`config.mk`:
```
export PLATFORM = sky130hd
export DESIGN_NAME = noise_gate_centered_average
export DESIGN_NICKNAME = d
export VERILOG_FILES = /design/src/hw/rtl/ngca_pkg.sv /design/src/hw/rtl/ngca_front.sv /design/src/hw/rtl/ngca_queue.sv /design/src/hw/rtl/ngca_back.sv /design/src/hw/rtl/noise_gate_centered_average.sv
export SDC_FILE = /design/constraint.sdc
export NUM_CORES = 1
export LEC_CHECK = 0
export BUFFER_PORTS_ARGS = -buffer_cell sky130_fd_sc_hd__clkbuf_2
export CORE_UTILIZATION = 40
export DETAILED_ROUTE_END_ITERATION = 10
export HOLD_SLACK_MARGIN = 0.03
export PLACE_DENSITY = 0.6
export SYNTH_ARGS = -nofsm -noshare
export SYNTH_HDL_FRONTEND = slang
export SYNTH_SLANG_ARGS = --single-unit
```
`constraint.sdc`:
```
create_clock -name clk -period 6.6 [get_ports clk]
set_input_delay 1.32 -clock clk [delete_from_list [all_inputs] [get_ports clk]]
set_output_delay 1.32 -clock clk [all_outputs]
set_load 0.01 [all_outputs]
```
`src/hw/rtl/ngca_pkg.sv`:
```
package ngca_pkg;

  localparam int SAMPLE_W            = 16;
  localparam int THR_W               = 15;
  localparam logic [THR_W-1:0] THR_RESET = 15'd20;
  localparam int HALF_WINDOW_DEFAULT = 5;
  // Depth of the job queue between front and back; a power of two is not required.
  localparam int QUEUE_DEPTH         = 4;
  // Quotient bits resolved per clock in the divider.
  localparam int DIV_STEP            = 4;

endpackage

```
`src/hw/rtl/ngca_front.sv`:
```
module ngca_front import ngca_pkg::*; #(
  parameter int HALF_WINDOW = HALF_WINDOW_DEFAULT,
  parameter int SUM_W       = SAMPLE_W + $clog2(2 * HALF_WINDOW + 1),
  parameter int CNT_W       = $clog2(2 * HALF_WINDOW + 2)
) (
  input  logic                    clk,
  input  logic                    rst,
  input  logic                    cfg_we,
  input  logic [THR_W-1:0]        gate_threshold,
  input  logic                    push,
  output logic                    full,
  input  logic signed [SAMPLE_W-1:0] sample_in,
  input  logic                    block_end,
  output logic                    job_push,
  input  logic                    job_full,
  output logic signed [SUM_W-1:0] job_sum,
  output logic [CNT_W-1:0]        job_cnt,
  output logic                    job_last
);

  localparam int DEPTH = 2 * HALF_WINDOW + 1;
  localparam int IDX_W = $clog2(DEPTH);
  localparam int K_W   = $clog2(HALF_WINDOW + 1);

  localparam logic ST_RUN   = 1'b0;
  localparam logic ST_FLUSH = 1'b1;

  logic                      state;
  logic [THR_W-1:0]          thr;
  logic signed [SAMPLE_W-1:0] hist [DEPTH];
  logic signed [SUM_W-1:0]   sum;
  logic [CNT_W-1:0]          pos;
  logic [K_W-1:0]            flush_k;
  logic [IDX_W-1:0]          flush_top;
  logic signed [SUM_W-1:0]   flush_sum;

  logic                      accept;
  logic signed [SAMPLE_W:0]  s_ext;
  logic [SAMPLE_W:0]         mag;
  logic signed [SAMPLE_W-1:0] gated;
  logic signed [SUM_W-1:0]   sum_next;
  logic [CNT_W-1:0]          pos_next;
  logic [CNT_W-1:0]          reach;
  logic                      emit_ok;

  assign full   = (state == ST_FLUSH) || job_full;
  assign accept = push && !full;

  assign s_ext = (SAMPLE_W + 1)'(sample_in);
  assign mag   = sample_in[SAMPLE_W-1] ? -s_ext : s_ext;
  assign gated = (mag < (SAMPLE_W + 1)'(thr)) ? '0 : sample_in;

  // The oldest held sample leaves the window once the history is full.
  always_comb begin
    sum_next = sum + SUM_W'(gated);
    if (pos == CNT_W'(DEPTH)) begin
      sum_next = sum_next - SUM_W'(hist[DEPTH-1]);
    end
  end

  assign pos_next = (pos == CNT_W'(DEPTH)) ? pos : pos + 1'b1;

  // A flush result may go out once its window no longer reaches past the
  // current top entry; otherwise the top entry is dropped from the sum first.
  assign reach   = CNT_W'(flush_k) + CNT_W'(HALF_WINDOW - 1);
  assign emit_ok = CNT_W'(flush_top) <= reach;

  always_comb begin
    job_push = 1'b0;
    job_sum  = sum_next;
    job_cnt  = pos_next;
    job_last = 1'b0;
    unique case (state)
      ST_RUN: begin
        job_push = accept && (pos_next > CNT_W'(HALF_WINDOW));
      end
      ST_FLUSH: begin
        job_push = emit_ok && !job_full;
        job_sum  = flush_sum;
        job_cnt  = CNT_W'(flush_top) + 1'b1;
        job_last = (flush_k == K_W'(1));
      end
      default: begin
        job_push = 1'b0;
      end
    endcase
  end

  always_ff @(posedge clk) begin
    if (rst) begin
      thr <= THR_RESET;
    end else if (cfg_we) begin
      thr <= gate_threshold;
    end
  end

  always_ff @(posedge clk) begin
    if (accept) begin
      hist[0] <= gated;
      for (int i = 1; i < DEPTH; i++) begin
        hist[i] <= hist[i-1];
      end
    end
  end

  always_ff @(posedge clk) begin
    if (rst) begin
      state <= ST_RUN;
      sum   <= '0;
      pos   <= '0;
    end else begin
      unique case (state)
        ST_RUN: begin
          if (accept) begin
            if (block_end) begin
              state <= ST_FLUSH;
              sum   <= '0;
              pos   <= '0;
            end else begin
              sum <= sum_next;
              pos <= pos_next;
            end
          end
        end
        ST_FLUSH: begin
          if (job_push && flush_k == K_W'(1)) begin
            state <= ST_RUN;
          end
        end
        default: begin
          state <= ST_RUN;
        end
      endcase
    end
  end

  always_ff @(posedge clk) begin
    if (state == ST_RUN) begin
      if (accept && block_end) begin
        flush_k   <= (pos_next < CNT_W'(HALF_WINDOW)) ? K_W'(pos_next) : K_W'(HALF_WINDOW);
        flush_top <= IDX_W'(pos_next - 1'b1);
        flush_sum <= sum_next;
      end
    end else if (!emit_ok) begin
      flush_sum <= flush_sum - SUM_W'(hist[flush_top]);
      flush_top <= flush_top - 1'b1;
    end else if (job_push) begin
      flush_k <= flush_k - 1'b1;
    end
  end

endmodule

```
`src/hw/rtl/ngca_queue.sv`:
```
module ngca_queue import ngca_pkg::*; #(
  parameter int DATA_W = 8
) (
  input  logic              clk,
  input  logic              rst,
  input  logic              wr_en,
  input  logic [DATA_W-1:0] wr_data,
  output logic              q_full,
  input  logic              rd_en,
  output logic [DATA_W-1:0] rd_data,
  output logic              q_empty
);

  localparam int PTR_W = (QUEUE_DEPTH > 1) ? $clog2(QUEUE_DEPTH) : 1;
  localparam int CNT_W = $clog2(QUEUE_DEPTH + 1);

  logic [DATA_W-1:0] slots [QUEUE_DEPTH];
  logic [PTR_W-1:0]  wr_ptr;
  logic [PTR_W-1:0]  rd_ptr;
  logic [CNT_W-1:0]  count;
  logic              do_wr;
  logic              do_rd;

  assign q_full  = (count == CNT_W'(QUEUE_DEPTH));
  assign q_empty = (count == '0);
  assign do_wr   = wr_en && !q_full;
  assign do_rd   = rd_en && !q_empty;
  assign rd_data = slots[rd_ptr];

  always_ff @(posedge clk) begin
    if (do_wr) begin
      slots[wr_ptr] <= wr_data;
    end
  end

  always_ff @(posedge clk) begin
    if (rst) begin
      wr_ptr <= '0;
      rd_ptr <= '0;
      count  <= '0;
    end else begin
      if (do_wr) begin
        wr_ptr <= (wr_ptr == PTR_W'(QUEUE_DEPTH - 1)) ? '0 : wr_ptr + 1'b1;
      end
      if (do_rd) begin
        rd_ptr <= (rd_ptr == PTR_W'(QUEUE_DEPTH - 1)) ? '0 : rd_ptr + 1'b1;
      end
      if (do_wr && !do_rd) begin
        count <= count + 1'b1;
      end else if (do_rd && !do_wr) begin
        count <= count - 1'b1;
      end
    end
  end

endmodule

```
`src/hw/rtl/ngca_back.sv`:
```
module ngca_back import ngca_pkg::*; #(
  parameter int SUM_W = SAMPLE_W + $clog2(2 * HALF_WINDOW_DEFAULT + 1),
  parameter int CNT_W = $clog2(2 * HALF_WINDOW_DEFAULT + 2)
) (
  input  logic                    clk,
  input  logic                    rst,
  input  logic                    job_empty,
  output logic                    job_pop,
  input  logic signed [SUM_W-1:0] job_sum,
  input  logic [CNT_W-1:0]        job_cnt,
  input  logic                    job_last,
  output logic                    empty,
  input  logic                    pop,
  output logic signed [SAMPLE_W-1:0] smoothed_out,
  output logic                    result_last
);

  localparam int MAG_W  = SUM_W - 1;
  localparam int NCYC   = (MAG_W + DIV_STEP - 1) / DIV_STEP;
  localparam int PAD_W  = NCYC * DIV_STEP;
  localparam int ITER_W = $clog2(NCYC + 1);

  logic                busy;
  logic                done;
  logic [ITER_W-1:0]   iter;
  logic [PAD_W-1:0]    quo;
  logic [CNT_W-1:0]    rem;
  logic [CNT_W-1:0]    divisor;
  logic                neg;
  logic                last;
  logic                out_valid;

  logic                start;
  logic                load_out;
  logic [SUM_W-1:0]    mag;
  logic [PAD_W-1:0]    quo_next;
  logic [CNT_W-1:0]    rem_next;
  logic [CNT_W:0]      trial;
  logic [SAMPLE_W:0]   q_abs;
  logic [SAMPLE_W:0]   q_signed;

  assign start    = !busy && !done && !job_empty;
  assign job_pop  = start;
  assign empty    = !out_valid;
  assign load_out = done && (!out_valid || pop);
  assign mag      = job_sum[SUM_W-1] ? -job_sum : job_sum;

  // Restoring division, a few quotient bits per clock.
  always_comb begin
    quo_next = quo;
    rem_next = rem;
    trial    = '0;
    for (int i = 0; i < DIV_STEP; i++) begin
      trial    = {rem_next, quo_next[PAD_W-1]};
      quo_next = {quo_next[PAD_W-2:0], 1'b0};
      if (trial >= {1'b0, divisor}) begin
        rem_next    = CNT_W'(trial - {1'b0, divisor});
        quo_next[0] = 1'b1;
      end else begin
        rem_next = CNT_W'(trial);
      end
    end
  end

  // Truncation toward zero: divide the magnitude, then restore the sign.
  assign q_abs    = quo[SAMPLE_W:0];
  assign q_signed = neg ? -q_abs : q_abs;

  always_ff @(posedge clk) begin
    if (start) begin
      quo     <= PAD_W'(mag[MAG_W-1:0]);
      rem     <= '0;
      divisor <= job_cnt;
      neg     <= job_sum[SUM_W-1];
      last    <= job_last;
    end else if (busy) begin
      quo <= quo_next;
      rem <= rem_next;
    end
  end

  always_ff @(posedge clk) begin
    if (rst) begin
      busy <= 1'b0;
      done <= 1'b0;
      iter <= '0;
    end else begin
      if (start) begin
        busy <= 1'b1;
        iter <= ITER_W'(NCYC);
      end else if (busy) begin
        iter <= iter - 1'b1;
        if (iter == ITER_W'(1)) begin
          busy <= 1'b0;
          done <= 1'b1;
        end
      end else if (load_out) begin
        done <= 1'b0;
      end
    end
  end

  always_ff @(posedge clk) begin
    if (rst) begin
      out_valid <= 1'b0;
    end else if (load_out) begin
      out_valid <= 1'b1;
    end else if (pop) begin
      out_valid <= 1'b0;
    end
  end

  always_ff @(posedge clk) begin
    if (load_out) begin
      smoothed_out <= q_signed[SAMPLE_W-1:0];
      result_last  <= last;
    end
  end

endmodule

```
`src/hw/rtl/noise_gate_centered_average.sv`:
```
// Channel   Ports                              Handshake
// config    cfg_we, gate_threshold             written when cfg_we is high
// samples   sample_in, block_end               taken when push && !full
// results   smoothed_out, result_last          taken when pop && !empty
//
// A sample is taken when the job queue has room; samples are
// refused while the flush results of a finished block are being queued.
// Each result is started, passes through the shared divider and is then
// loaded into the output; the divider takes a new job only once the
// previous result has left it.
// Reset clears the counters, the queue and the output valid flag; the threshold reads 20.
module noise_gate_centered_average import ngca_pkg::*; #(
  parameter int HALF_WINDOW = HALF_WINDOW_DEFAULT
) (
  input  logic                       clk,
  input  logic                       rst,
  input  logic                       cfg_we,
  input  logic [THR_W-1:0]           gate_threshold,
  input  logic                       push,
  output logic                       full,
  input  logic signed [SAMPLE_W-1:0] sample_in,
  input  logic                       block_end,
  input  logic                       pop,
  output logic                       empty,
  output logic signed [SAMPLE_W-1:0] smoothed_out,
  output logic                       result_last
);

  localparam int DEPTH  = 2 * HALF_WINDOW + 1;
  localparam int SUM_W  = SAMPLE_W + $clog2(DEPTH);
  localparam int CNT_W  = $clog2(DEPTH + 1);
  localparam int JOB_W  = SUM_W + CNT_W + 1;

  logic                    f_push;
  logic                    q_full;
  logic                    q_empty;
  logic                    b_pop;
  logic signed [SUM_W-1:0] f_sum;
  logic [CNT_W-1:0]        f_cnt;
  logic                    f_last;
  logic [JOB_W-1:0]        q_data;

  ngca_front #(
    .HALF_WINDOW (HALF_WINDOW),
    .SUM_W       (SUM_W),
    .CNT_W       (CNT_W)
  ) u_front (
    .clk            (clk),
    .rst            (rst),
    .cfg_we         (cfg_we),
    .gate_threshold (gate_threshold),
    .push           (push),
    .full           (full),
    .sample_in      (sample_in),
    .block_end      (block_end),
    .job_push       (f_push),
    .job_full       (q_full),
    .job_sum        (f_sum),
    .job_cnt        (f_cnt),
    .job_last       (f_last)
  );

  ngca_queue #(
    .DATA_W (JOB_W)
  ) u_queue (
    .clk     (clk),
    .rst     (rst),
    .wr_en   (f_push),
    .wr_data ({f_sum, f_cnt, f_last}),
    .q_full  (q_full),
    .rd_en   (b_pop),
    .rd_data (q_data),
    .q_empty (q_empty)
  );

  ngca_back #(
    .SUM_W (SUM_W),
    .CNT_W (CNT_W)
  ) u_back (
    .clk          (clk),
    .rst          (rst),
    .job_empty    (q_empty),
    .job_pop      (b_pop),
    .job_sum      (q_data[JOB_W-1 -: SUM_W]),
    .job_cnt      (q_data[CNT_W:1]),
    .job_last     (q_data[0]),
    .empty        (empty),
    .pop          (pop),
    .smoothed_out (smoothed_out),
    .result_last  (result_last)
  );

endmodule

```
Word-level counts from Yosys, hierarchy flattened
Memory sizes are Yosys's and may differ from the RTL's. A register that Yosys moved wholly into a read port is not among the register bits.
Cells that the tools add are included.
{"block": "word_totals", "ram_bits": 276, "latch_bits": 0, "word_cells": 157, "in_bits": 37, "n_memories": 2, "mem_bits_ro": 0, "register_bits": 127}
{"memory": "u_front.hist", "depth": 11, "word_bits": 16, "rd": 12, "rd_clocked_by_memory_dff": 1, "wr": 11, "line_no": "ngca_front.sv:30", "text": "logic signed [SAMPLE_W-1:0] hist [DEPTH];"}
{"memory": "u_queue.slots", "depth": 4, "word_bits": 25, "rd": 1, "rd_clocked_by_memory_dff": 1, "wr": 1, "line_no": "ngca_queue.sv:17", "text": "logic [DATA_W-1:0] slots [QUEUE_DEPTH];"}
{"block": "classes", "reduce_logical": 33, "n_shift": 0, "multipliers": 0, "n_lt_le_gt_ge": 8, "div_mod_pow": 0, "n_bitwise": 2, "n_mux": 58, "addsub": 21, "n_eq_ne": 10}
{"operator": "$mux 20", "count": 6}
{"operator": "$mux 19", "count": 3}
{"operator": "$mux 4", "count": 11}
{"operator": "$sub 20x16->20", "count": 2}
{"operator": "$mux 16", "count": 2}
{"operator": "$mux 3", "count": 9}
{"operator": "$add 20x16->20", "count": 1}
{"operator": "$ge 5x4->1", "count": 4}
{"operator": "$mux 1", "count": 20}
{"operator": "$neg 19->19", "count": 1}
{"operator": "$lt 17x15->1", "count": 1}
{"operator": "$mux 17", "count": 1}
{"operator": "$neg 16->17", "count": 1}
{"operator": "$neg 16->16", "count": 1}
{"operator": "$sub 4x4->4", "count": 4}
{"operator": "$logic_and 1x1->1", "count": 12}
{"operator": "$reduce_bool 2->1", "count": 5}
{"operator": "$sub 3x1->3 const B", "count": 3}
{"operator": "$add 4x1->4 const B", "count": 2}
{"operator": "$logic_not 1->1", "count": 8}
{"operator": "$mux 2", "count": 4}
{"operator": "$sub 4x1->4 const B", "count": 2}
{"operator": "$eq 3x1->1 const B", "count": 2}
{"operator": "$ne 2x2->1 const B", "count": 3}
{"operator": "17 further kinds", "count": 24}

Longest topological paths before layout
Gate-level depths: netlist (run 1).
{"block": "logic_depth", "depth_word": 11, "depth_mapped": 29}

Hierarchy
A second synthesis (run 1) with hierarchy kept.
{"block": "hier_totals", "hier_cells": 1648, "hier_area_um2": 21067.7}
{"mod": "ngca_front", "area_per_inst_um2": 13516.7, "n_inst": 1, "cells_each": 1128}
{"mod": "ngca_queue", "area_per_inst_um2": 4097.7, "n_inst": 1, "cells_each": 181}
{"mod": "ngca_back", "area_per_inst_um2": 3453.3, "n_inst": 1, "cells_each": 339}

Least setup slack after synthesis (run 1)
Ideal clock, no wire load.
{"block": "synth_timing", "kind": "input to register", "start": "input sample_in[5]", "end": "memory u_queue.slots[0][24] in the netlist's numbering (data pin)", "arrival_ps": 6989, "setup_time_ps": 175, "required_time_ps": 6425, "stages": 28, "path_slack_ps": -564, "cell_sequence": "nor4_1 nand2_1 o31a_1 xor2_1 ha_1 and3_1 o2111ai_1 a21oi_1 o211ai_1 a21oi_1 clkbuf_1 and2_1 ha_1 a2111oi_0 o21ai_0 a21oi_1 o21bai_1 a21oi_1 xnor2_1 ha_1 and4_1 o2111ai_1 or2_0 o221ai_1 o21ai_0 mux2i_1 xnor3_1 o21ai_1"}
{"block": "synth_between", "elab_chain_cells": 8}
{"element": "from (decl)", "line_no": "noise_gate_centered_average.sv:21", "text": "input logic signed [SAMPLE_W-1:0] sample_in,"}
{"element": "$neg 16->17", "line_no": "ngca_front.sv:50", "text": "assign mag = sample_in[SAMPLE_W-1] ? -s_ext : s_ext;"}
{"element": "$mux 17 *", "line_no": "ngca_front.sv:50"}
{"element": "$lt 17x15->1 *", "line_no": "ngca_front.sv:51", "text": "assign gated = (mag < (SAMPLE_W + 1)'(thr)) ? '0 : sample_in;"}
{"element": "$mux 16 *", "line_no": "ngca_front.sv:51"}
{"element": "via u_front.gated[4]", "line_no": "ngca_front.sv:40", "text": "logic signed [SAMPLE_W-1:0] gated;"}
{"element": "$add 20x16->20 *", "line_no": "ngca_front.sv:55", "text": "sum_next = sum + SUM_W'(gated);"}
{"element": "$sub 20x16->20", "line_no": "ngca_front.sv:57", "text": "sum_next = sum_next - SUM_W'(hist[DEPTH-1]);"}
{"element": "$mux 20 *", "line_no": "ngca_front.sv:56", "text": "if (pos == CNT_W'(DEPTH)) begin"}
{"element": "$mux 20 *", "line_no": "ngca_front.sv:73", "text": "unique case (state)"}
{"element": "via f_sum[19]", "line_no": "noise_gate_centered_average.sv:38", "text": "logic signed [SUM_W-1:0] f_sum;"}
{"element": "to (decl)", "line_no": "ngca_queue.sv:17"}
The timed path passes the listed nets; every way through them passes the cells marked *.

Worst setup path in the final report (run 1)
{"block": "layout_timing", "start": "input sample_in[2]", "end": "memory u_queue.slots[0][21] in the netlist's numbering (data pin)"}
Same word-level chain as after synthesis.

==> flow_metrics.py, run 1 <==
metrics = {
    "status": {
        "status": "completed",
    },
    "cts": {
        "numCtsBuffers": 45,
        "clk_pin_slew_ns": 0.06,
        "h-tree-depth": 2,
        "insertion_delay_ns": 0.57,
        "hold_buffers": 0,
        "cts.sinks": 409,
        "cts_tree": "done",
        "cts.path.max_buffers": 3,
        "clockRootBuffer": "clkbuf_16",
    },
    "timing": {
        "holdWs_ns": 0.4223,
        "relSlewSlack_pct": 37.28,
        "rsz0062_at_grt": "yes",
        "finalSetupViolations": 0,
        "worst_slack_ns": 0.02832,
        "finalCritPeriodShare_pct": 99.57,
        "period_minus_slack_ns": 6.572,
        "maxSlewViolCount": 0,
        "clock.fmax_mhz": 152.2,
        "max_slew.worst_pin.slew_ns": 0.9395,
        "hold_viol_final": 0,
        "setup_tns_ns": 0,
        "skew_ns": 0.02236,
    },
    "power": {
        "power_switching_mw": 4.481,
        "power_density_nw_per_um2": 500.6,
        "switching_share_pct": 35.53,
        "sequentialPowerShare_pct": 31.3,
        "p_leak_nw": 9.641,
        "combPwrFrac_pct": 48.1,
        "power.internal_mw": 8.130,
        "clkPwrFrac_pct": 20.6,
        "ir_worst_vdd_v": 0.0005779,
    },
    "synth": {
        "synthTopCellsByArea": "edfxtp_1 50%, mux4_2 7.7%, ha_1 6.4%",
        "synth_common_cells": "345 x edfxtp_1, 117 x nor2_1, 107 x ha_1",
        "ys.flop_type": "edfxtp_1",
        "synth_top_area_cell": "edfxtp_1",
        "synth_edf_count": 345,
        "synth.yosys.seq_area_share_pct": 55.77,
        "synth_most_common_cell": "edfxtp_1",
        "synth.top_cell.area_share_pct": 49.63,
        "synth_fp_nets": 1775,
        "syn_avg_cell_area_um2": 12.86,
        "ys_warn_count": 0,
        "syn_area_um2": 20870,
        "ys_seq_elements": 409,
        "synthCells": 1623,
        "postSynth.asyncResetShare_pct": 0,
        "synth.distinct_cells": 71,
    },
    "worst_setup_path": {
        "r2r_end": "u_back.rem[2]",
        "slowest_stage": "a2111oi_4",
        "path_max_fanout": 5,
        "cp-start-kind": "input port",
        "cpPeakStageDelay_ns": 0.40,
        "required_ns": 6.90,
        "worstRegToRegCells": 26,
        "cp-end-kind": "flip-flop",
        "critPathKind": "in2reg",
        "r2r_start": "u_back.divisor[2]",
        "arrival_ns": 6.88,
        "rrSetupSlack_ns": 0.31,
    },
    "routing": {
        "wire_per_inst_um": 17.80,
        "drt_iter0_drc": 788,
        "ant_nets": 0,
        "vias": 13520,
        "wirelength_um": 45750,
        "drc": 0,
        "first_pass_iters": 5,
        "viasPerCell": 5.261,
    },
    "layout": {
        "layout-drive-gt1-share_pct": 26.51,
        "syn_to_final_growth_pct": 20.69,
        "multi_input_area_um2": 9064,
        "fin_nets": 2005,
        "fillerInstances": 4502,
        "ff_latch_area_um2": 11640,
        "num_antenna_cells": 0,
    },
    "global_routing": {
        "grt_pass1_wl_um": 72960,
        "grt-ovfl-total": 0,
        "grt_use_total_pct": 17.29,
        "grt_max_degree": 76,
        "antenna_found_initial": 0,
        "grt_pass1_vias": 13690,
    },
    "floorplan": {
        "dieWidth_um": 230.4,
        "initial_utilization_pct": 40.61,
        "ioPinCount": 56,
        "die-area_um2": 53100,
        "die_y_um": 230.4,
        "num_rows": 83,
        "coreArea_um2": 51410,
    },
    "hold_path": {
        "hold_start": "u_back.last",
        "worstHoldEndpoint": "u_back.result_last",
        "hold_depth": 0,
        "hp-class": "reg2reg",
    },
    "place": {
        "detailed_place_hpwl_um": 32860,
        "routabilityCongestion": 0.8960,
        "port_buffers": 55,
        "post-place-ws_ns": -0.7553,
    },
    "flow_run": {
        "maxCapViolations": 0,
    },
}
[cell families after synthesis]
family	Yosys count	synth area share, %
muxes	147	11.53
adders and majority gates	115	7.181
DFF	409	55.77
and+or+nand+nor	353	8.062
xor gates and xnor gates	95	4.052
AOI/OAI and AO/OA	345	10.49
buffers and inverters	159	2.913
[through the flow]
step           area (um^2)  power (mW)  instances  utilization, %
2_1_floorplan        20990       8.195       1623               -
3_3_place_gp         23230       9.697       2477           45.19
3_5_place_dp         23230       9.859       2477           45.19
4_1_cts              24820       12.54       2562           48.29
5_1_grt              25190       13.48       2570           49.01
6_report             25190       12.61       2570           49.01
[cell type report]
class                           count  area share [%]
Clock buffer                       60           4.982
Clock inverter                     24           1.108
Tap cell                          680           3.377
Inverter                          107           1.609
Multi-Input combinational cell   1055           35.98
Sequential cell                   409           46.22
Timing Repair Buffer              235           6.730
[cells in the final DEF (no fill, tap or decap), types with 12 or more instances in the layout]
master | synthesis | final
a21oi_2 | 0 | 13
nand2_1 | 94 | 93
o21ai_1 | 18 | 22
mux4_2 | 71 | 71
clkbuf_2 | 0 | 53
and2_1 | 22 | 19
ha_1 | 107 | 103
xor2_1 | 29 | 28
o31ai_1 | 16 | 12
inv_1 | 104 | 103
nor2_1 | 117 | 112
a21oi_1 | 104 | 86
a21o_1 | 24 | 24
mux2_2 | 38 | 34
nor2b_1 | 15 | 15
nand2b_1 | 14 | 14
o211ai_1 | 12 | 12
o21ai_0 | 65 | 55
nor3_1 | 27 | 26
edfxtp_1 | 345 | 345
o21a_1 | 21 | 21
clkbuf_16 | 0 | 47
mux2i_1 | 38 | 35
xnor2_1 | 65 | 64
buf_4 | 1 | 173
dfxtp_1 | 64 | 63
[metal layers]
metal	GRT usage, %	vias up	share of wire (%)
met3	2.853	56	3.7
met5	0	-	0
met2	29.03	245	48
met4	3.974	0	1.6
li1	-	6576	-
met1	23.40	6643	46
[worst max-delay path, delay by kind of cell]
family | cells | cell delay, ns
compound gates | 11 | 2.03
xor+xnor | 3 | 0.43
fa+ha+maj | 3 | 0.92
buf+inv | 3 | 0.42
mux | 2 | 0.56
simple gates | 7 | 1.21
[registers in the layout, indices dropped and copies added, names as in the netlist, 4 cells and up, named ones only]
register	flops
u_back.quo	20
u_front.pos	4
u_front.flush_top	4
u_back.smoothed_out	16
u_front.flush_sum	20
u_front.hist	176
u_front.sum	20
u_back.divisor	4
u_front.thr	15
u_back.rem	4
u_queue.slots	100
[worst max path at each step]
stage	cells past startpoint	to	slack, ns	start
after floorplan	27	u_queue.slots[0][21]	0.005	sample_in[5]
after global placement	28	u_queue.slots[0][23]	-0.60	sample_in[5]
after detailed placement	28	u_queue.slots[3][23]	-0.76	sample_in[5]
after CTS	28	u_queue.slots[0][24]	0.004	sample_in[5]
after global routing	30	u_front.flush_sum[19]	-0.25	sample_in[2]
final	29	u_queue.slots[0][21]	0.03	sample_in[2]
[power by group through the flow]
| stage | logic, mW | registers, mW | clock network [mW] |
|---|---|---|---|
| 2_1_floorplan | 4.37 | 3.83 | 0 |
| 3_3_place_gp | 5.73 | 3.97 | 0 |
| 3_5_place_dp | 5.86 | 4.00 | 0 |
| 4_1_cts | 5.91 | 3.95 | 2.67 |
| 5_1_grt | 6.70 | 4.01 | 2.76 |
| 6_report | 6.07 | 3.95 | 2.60 |
[what timing repair did]
item / CTS / global route
endpoints found under the setup margin: 31 / 84
setup buffers: 1 / 10
resized for setup: 12 / 82
pin swaps: 1 / 44
Power figures use the tool's default switching activity.
==> inputs of run 2 (changes only) <==
--- a/config.mk
+++ b/config.mk
@@ -5,8 +5,10 @@
 export SDC_FILE = /design/constraint.sdc
 export NUM_CORES = 1
 export LEC_CHECK = 0
+export ABC_AREA = 1
 export BUFFER_PORTS_ARGS = -buffer_cell sky130_fd_sc_hd__clkbuf_2
 export CORE_UTILIZATION = 40
+export CTS_CLUSTER_DIAMETER = 40
 export DETAILED_ROUTE_END_ITERATION = 10
 export HOLD_SLACK_MARGIN = 0.03
 export PLACE_DENSITY = 0.6
==> constraint.sdc (replaced) <==
create_clock -name clk -period 5.6 [get_ports clk]
set_input_delay 1.12 -clock clk [delete_from_list [all_inputs] [get_ports clk]]
set_output_delay 1.12 -clock clk [all_outputs]
set_load 0.01 [all_outputs]
==> run 2 against run 1 <==
The run now ends with DRC, setup timing left. Wire length is 29% higher. Worst hold slack improved by 0.014 ns. Combinational power is 96% higher. Largest power group unchanged. Utilization rose by 5.1 points. Critical endpoint is now u_queue.slots[2][23]. Cell area up 13%. Via count rose by 30%. Sequential power grew 17%. Synthesized cell count grew 40%. Worst setup slack worse by 0.49 ns. Synthesized area rose by 3.2%. Clock skew is 0.022 ns higher. Non-clock buffer count up 118.
==> flow_metrics.py, run 2 <==
metrics = {
    "power": {
        "power_density_nw_per_um2": 724.2,
        "p_leak_nw": 11.69,
        "ir_worst_vdd_v": 0.001271,
    },
    "floorplan": {
        "coreArea_um2": 52870,
        "dieWidth_um": 234.1,
        "initial_utilization_pct": 40.76,
        "die-area_um2": 54810,
        "die_y_um": 234.1,
        "num_rows": 84,
        "ioPinCount": 56,
    },
    "global_routing": {
        "antenna_found_initial": 0,
        "grt_max_degree": 177,
        "grt-ovfl-total": 0,
        "grt_pass1_wl_um": 91330,
        "grt_use_total_pct": 21.41,
        "grt_pass1_vias": 17580,
    },
    "worst_setup_path": {
        "critPathKind": "in2reg",
        "r2r_start": "u_back.divisor[0]",
        "critical_path_buf_inv_count": 11,
        "cp-endpoint": "u_queue.slots[2][23]",
        "rrSetupSlack_ns": 0.23,
        "path_max_fanout": 5,
        "arrival_ns": 6.40,
        "cpPeakStageDelay_ns": 0.43,
        "slowest_stage": "fa_2",
        "critical-path-top-delay-family": "simple AND/OR/NAND/NOR gates",
        "worstSetupStartpoint": "sample_in[1]",
        "worstSetupPathDepth": 41,
        "cp-start-kind": "input port",
        "r2r_end": "u_back.rem[3]",
        "required_ns": 5.94,
        "cp-end-kind": "flip-flop",
        "worstRegToRegCells": 34,
    },
    "timing": {
        "period_minus_slack_ns": 6.057,
        "finalCritPeriodShare_pct": 108.2,
        "rsz0062_at_grt": "yes",
        "hold_viol_final": 0,
        "clock.fmax_mhz": 165.1,
        "worst_slack_ns": -0.4569,
        "maxSlewViolCount": 0,
        "relSlewSlack_pct": 23.69,
        "skew_ns": 0.04403,
        "finalSetupViolations": 92,
        "max_slew.worst_pin.slew_ns": 1.145,
    },
    "status": {
        "violations": "DRC, setup timing",
        "status": "complete, but fails checks",
    },
    "synth": {
        "syn_avg_cell_area_um2": 9.469,
        "synth_fp_nets": 2428,
        "synth.top_cell.area_share_pct": 48.07,
        "syn_area_um2": 21550,
        "synthTopCellsByArea": "edfxtp_1 48%, nand2_1 7.6%, ha_1 6.2%",
        "synth_top_area_cell": "edfxtp_1",
        "synth_most_common_cell": "nand2_1",
        "synthCells": 2276,
        "ys_seq_elements": 409,
        "synth_common_cells": "438 x nand2_1, 345 x edfxtp_1, 228 x nor2_1",
        "postSynth.asyncResetShare_pct": 0,
        "synth.distinct_cells": 63,
        "ys.flop_type": "edfxtp_1",
        "ys_warn_count": 0,
        "synth.yosys.seq_area_share_pct": 54.02,
        "synth_edf_count": 345,
    },
    "cts": {
        "cts.path.max_buffers": 3,
        "insertion_delay_ns": 0.62,
        "hold_buffers": 0,
        "h-tree-depth": 3,
        "clk_pin_slew_ns": 0.05,
        "cts_tree": "done",
        "clockRootBuffer": "clkbuf_16",
        "numCtsBuffers": 70,
        "cts.sinks": 409,
    },
    "routing": {
        "wire_per_inst_um": 17.58,
        "first_pass_iters": 8,
        "viasPerCell": 5.210,
        "vias": 17530,
        "drc": 5,
        "drt_iter0_drc": 1112,
        "wirelength_um": 59150,
        "ant_nets": 0,
    },
    "layout": {
        "top_register": "u_front.hist",
        "layout.cells.non_filler": 3364,
        "fin_nets": 2773,
        "syn_to_final_growth_pct": 32.62,
        "top_regs": "u_front.hist x176, u_queue.slots x100",
        "layout_common_cells": "366 x nand2_1, 345 x edfxtp_1, 274 x buf_4, 197 x o21ai_0, 196 x nor2_1",
        "final_common_cell": "nand2_1",
        "layout-drive-gt1-share_pct": 29.41,
        "final_core_util_pct": 54.06,
        "design_area_um2": 28580,
        "largest_reg_flops": 176,
        "num_antenna_cells": 0,
    },
    "place": {
        "place_area_um2": 24470,
        "port_buffers": 55,
        "routabilityCongestion": 0.9098,
        "place_inst": 3177,
        "detailed_place_hpwl_um": 40410,
    },
    "hold_path": {
        "hp-class": "reg2reg",
    },
    "flow_run": {
        "maxCapViolations": 0,
    },
}
-- run 2: cell types whose count changed after synthesis, sizes merged, moves of 22 or more --
cell    change
a21oi      +51
clkbuf     +22
inv       +112
mux2       -38
mux2i      -38
mux4       -71
nand2     +355
nand3      +76
nor2      +115
o21ai     +181
o22ai      +24
xnor2      -42
xor2       +35
-- run 2: repair_timing --
item                                    in CTS  in global routing
gates resized for setup                    142                160
hold endpoints to repair                     0                  0
pin swaps                                   36                 63
endpoints found under the setup margin     100                111
gates cloned                                 1                  0
setup buffers                               27                 32
-- run 2: kinds of logic after synthesis --
logic type,after synthesis,share of synthesized area (%)
AOI/OAI and AO/OA,529,13.79
xor gates and xnor gates,87,3.536
adders and majority gates,115,6.955
buffers and inverters,298,5.458
DFF,409,54.02
and+or+nand+nor,838,16.24
-- run 2: final cells by class --
type	instances	area, um^2
Fill cell	4635	24280
Timing Repair Buffer	353	2669
Multi-Input combinational cell	1569	10230
Clock buffer	78	1803
Tap cell	688	860.8
Inverter	218	849.6
Sequential cell	409	11640
Clock inverter	49	520.5
-- run 2: worst min path at each step --
stage	start	endpoint	slack (ns)	cells after the start
after floorplan	u_back.last	u_back.result_last	0.40	0
after global placement	u_back.last	u_back.result_last	0.42	0
after detailed placement	u_back.last	u_back.result_last	0.42	0
after CTS	u_back.last	u_back.result_last	0.44	0
after global routing	u_back.last	u_back.result_last	0.44	0
final	u_back.last	u_back.result_last	0.44	0
-- run 2: per-layer routing --
layer | GRT usage, % | part of all wire (%)
met1 | 26.11 | 43
met2 | 36.97 | 49
met3 | 3.733 | 4.0
met4 | 9.375 | 3.7
met5 | 0 | 0
-- run 2: stage by stage --
| stage | hold WS, ns | setup TNS (ns) | setup slack (ns) | total power [mW] |
|---|---|---|---|---|
| finish | 0.4365 | -22.30 | -0.4569 | 20.70 |
| global route | 0.4395 | -49.07 | -0.7089 | 22.20 |
| CTS | 0.4351 | -17.96 | -0.3317 | 18.87 |
| detailed placement | 0.4187 | -103.47 | -1.427 | 14.30 |
| global placement | 0.4227 | -97.13 | -1.374 | 14.07 |
| floorplan | 0.4003 | -7.026 | -0.2821 | 10.94 |
-- run 2: power by group --
group	total, mW	internal (mW)	switching [mW]
clock network	4.15	2.56	1.59
logic	11.9	5.08	6.83
registers	4.64	4.26	0.377
total	20.7	11.9	8.80
==> inputs of run 3 (changes only) <==
--- a/config.mk
+++ b/config.mk
@@ -5,7 +5,6 @@
 export SDC_FILE = /design/constraint.sdc
 export NUM_CORES = 1
 export LEC_CHECK = 0
-export ABC_AREA = 1
 export BUFFER_PORTS_ARGS = -buffer_cell sky130_fd_sc_hd__clkbuf_2
 export CORE_UTILIZATION = 40
 export CTS_CLUSTER_DIAMETER = 40
==> constraint.sdc (replaced) <==
create_clock -name clk -period 5.2 [get_ports clk]
set_input_delay 1.04 -clock clk [delete_from_list [all_inputs] [get_ports clk]]
set_output_delay 1.04 -clock clk [all_outputs]
set_load 0.01 [all_outputs]
==> run 3 against run 2 <==
The run ends with setup timing left. Sequential share of layout area up 2.3 points. Clock skew fell by 0.017 ns. Clock-buffer cell count down 3. Final cell count shrank 20%. Global-route usage down 3.3 points. Worst hold slack about the same. Non-clock buffer count is 41 lower. Die area shrank 3.1%. Power shrank 9.8%. Critical path depth shrank 12. Combinational power shrank 23%. Critical path type unchanged.
==> flow_metrics.py, run 3 (synthesis gave the netlist of run 1 again) <==
metrics = {
    "status": {
        "status": "complete, but fails checks",
        "violations": "setup timing",
    },
    "cts": {
        "cts.path.max_buffers": 3,
        "cts_tree": "done",
        "hold_buffers": 0,
        "numCtsBuffers": 71,
        "clockRootBuffer": "clkbuf_16",
        "cts.sinks": 409,
        "clk_pin_slew_ns": 0.05,
        "insertion_delay_ns": 0.60,
        "h-tree-depth": 3,
    },
    "hold_path": {
        "hold_start": "u_front.hist[2][5]",
        "hp-class": "reg2reg",
        "hold_depth": 0,
        "worstHoldEndpoint": "u_front.hist[3][5]",
    },
    "worst_setup_path": {
        "worstRegToRegCells": 26,
        "path_max_fanout": 11,
        "critical-path-top-cell-by-count": "a21oi_2",
        "required_ns": 5.48,
        "r2r_end": "u_back.rem[2]",
        "critPathKind": "in2reg",
        "slowest_stage": "ha_1",
        "cp-end-kind": "flip-flop",
        "r2r_start": "u_back.divisor[1]",
        "arrival_ns": 6.46,
        "cp-start-kind": "input port",
        "rrSetupSlack_ns": -0.53,
        "cpPeakStageDelay_ns": 0.34,
    },
    "global_routing": {
        "antenna_found_initial": 0,
        "grt_use_total_pct": 18.11,
        "grt_pass1_vias": 14510,
        "grt_pass1_wl_um": 76130,
        "grt-ovfl-total": 0,
        "grt_max_degree": 125,
    },
    "power": {
        "power_density_nw_per_um2": 689.8,
        "ir_worst_vdd_v": 0.0008577,
        "p_leak_nw": 10.52,
        "fin_total_pwr_mw": 18.66,
    },
    "layout": {
        "final_common_cell": "edfxtp_1",
        "top_regs": "u_front.hist x176, u_queue.slots x100",
        "num_antenna_cells": 0,
        "fillerInstances": 4319,
        "layout_common_cells": "345 x edfxtp_1, 247 x buf_4, 110 x nor2_1, 99 x inv_1, 96 x ha_1",
        "multi_input_area_um2": 9543,
        "layout.cells.non_filler": 2694,
        "final_core_util_pct": 52.62,
        "fin_nets": 2108,
        "top_register": "u_front.hist",
        "ff_latch_area_um2": 11640,
        "syn_to_final_growth_pct": 29.59,
        "largest_reg_flops": 176,
        "layout-drive-gt1-share_pct": 35.10,
    },
    "place": {
        "place_inst": 2531,
        "post-place-ws_ns": -1.762,
        "port_buffers": 55,
        "detailed_place_hpwl_um": 33550,
        "routabilityCongestion": 0.9075,
    },
    "routing": {
        "dr_wl_met3_um": 1896,
        "vias": 14040,
        "drt_iter0_drc": 902,
        "drc": 0,
        "first_pass_iters": 5,
        "ant_nets": 0,
        "highest_layer": "met4",
        "wirelength_um": 47300,
        "viasPerCell": 5.212,
        "met2_length_um": 22860,
        "wire_per_inst_um": 17.56,
        "drt-met1-wl_um": 21200,
    },
    "timing": {
        "finalCritPeriodShare_pct": 118.8,
        "rsz0062_at_grt": "yes",
        "period_minus_slack_ns": 6.178,
        "clock.fmax_mhz": 161.9,
        "hold_viol_final": 0,
        "worst_slack_ns": -0.9785,
        "max_slew.worst_pin.slew_ns": 0.9908,
        "holdWs_ns": 0.4365,
        "maxSlewViolCount": 0,
        "relSlewSlack_pct": 33.85,
        "skew_ns": 0.02684,
        "finalSetupViolations": 99,
    },
    "flow_run": {
        "maxCapViolations": 0,
    },
    "floorplan": {
        "initial_utilization_pct": 40.61,
        "coreArea_um2": 51410,
        "dieWidth_um": 230.4,
        "num_rows": 83,
        "die-area_um2": 53100,
        "die_y_um": 230.4,
        "ioPinCount": 56,
    },
}
[run 3: timing repair]
action | 4_1_cts | 5_1_grt
setup buffers | 27 | 9
pin swaps | 56 | 44
endpoints found under the setup margin | 107 | 112
resized for setup | 91 | 61
[run 3: metrics by stage]
step / cell area (um^2) / setup TNS (ns)
6_report: 27050 / -61.24
5_1_grt: 27050 / -91.55
4_1_cts: 26720 / -59.96
3_5_place_dp: 23800 / -149.34
3_3_place_gp: 23800 / -137.53
2_1_floorplan: 21160 / -59.41
[run 3: critical path: cells and delay by family]
family	cells	cell delay [ns]
AOI/OAI and AO/OA	12	2.30
adders and majority gates	3	0.85
and+or+nand+nor	7	1.34
buffers and inverters	4	0.58
xor gates and xnor gates	3	0.37
[run 3: area by class of cell]
cell class / instances / area share [%]
multi-input combinational: 1055 / 35.28
clock buffer: 75 / 6.624
clock inverter: 56 / 1.975
sequential: 409 / 43.04
tap: 680 / 3.145
inverter: 107 / 1.508
timing repair buffer: 312 / 8.427
[run 3: metal layers]
layer  track usage (%)  up-vias
li1                  -     6809
met1             23.63     6834
met2             30.20      300
met3             3.496       98
met4             6.084        0
met5                 0        -
[run 3: worst max-delay path by stage]
| stage | from | endpoint | slack (ns) | cells after the start |
|---|---|---|---|---|
| 2_1_floorplan | sample_in[2] | u_queue.slots[0][21] | -1.01 | 28 |
| 6_report | sample_in[5] | u_queue.slots[1][20] | -0.98 | 29 |
| 5_1_grt | sample_in[5] | u_queue.slots[0][24] | -1.30 | 29 |
| 3_5_place_dp | sample_in[2] | u_queue.slots[2][24] | -1.76 | 29 |
| 3_3_place_gp | sample_in[2] | u_front.flush_sum[19] | -1.62 | 28 |
| 4_1_cts | sample_in[5] | u_front.flush_sum[19] | -1.01 | 29 |
[run 3: report_power, final]
part | total [mW] | switching, mW | internal (mW)
combinational | 9.17 | 4.41 | 4.77
clock | 4.47 | 1.73 | 2.73
sequential | 5.02 | 0.474 | 4.55
total | 18.7 | 6.61 | 12.0
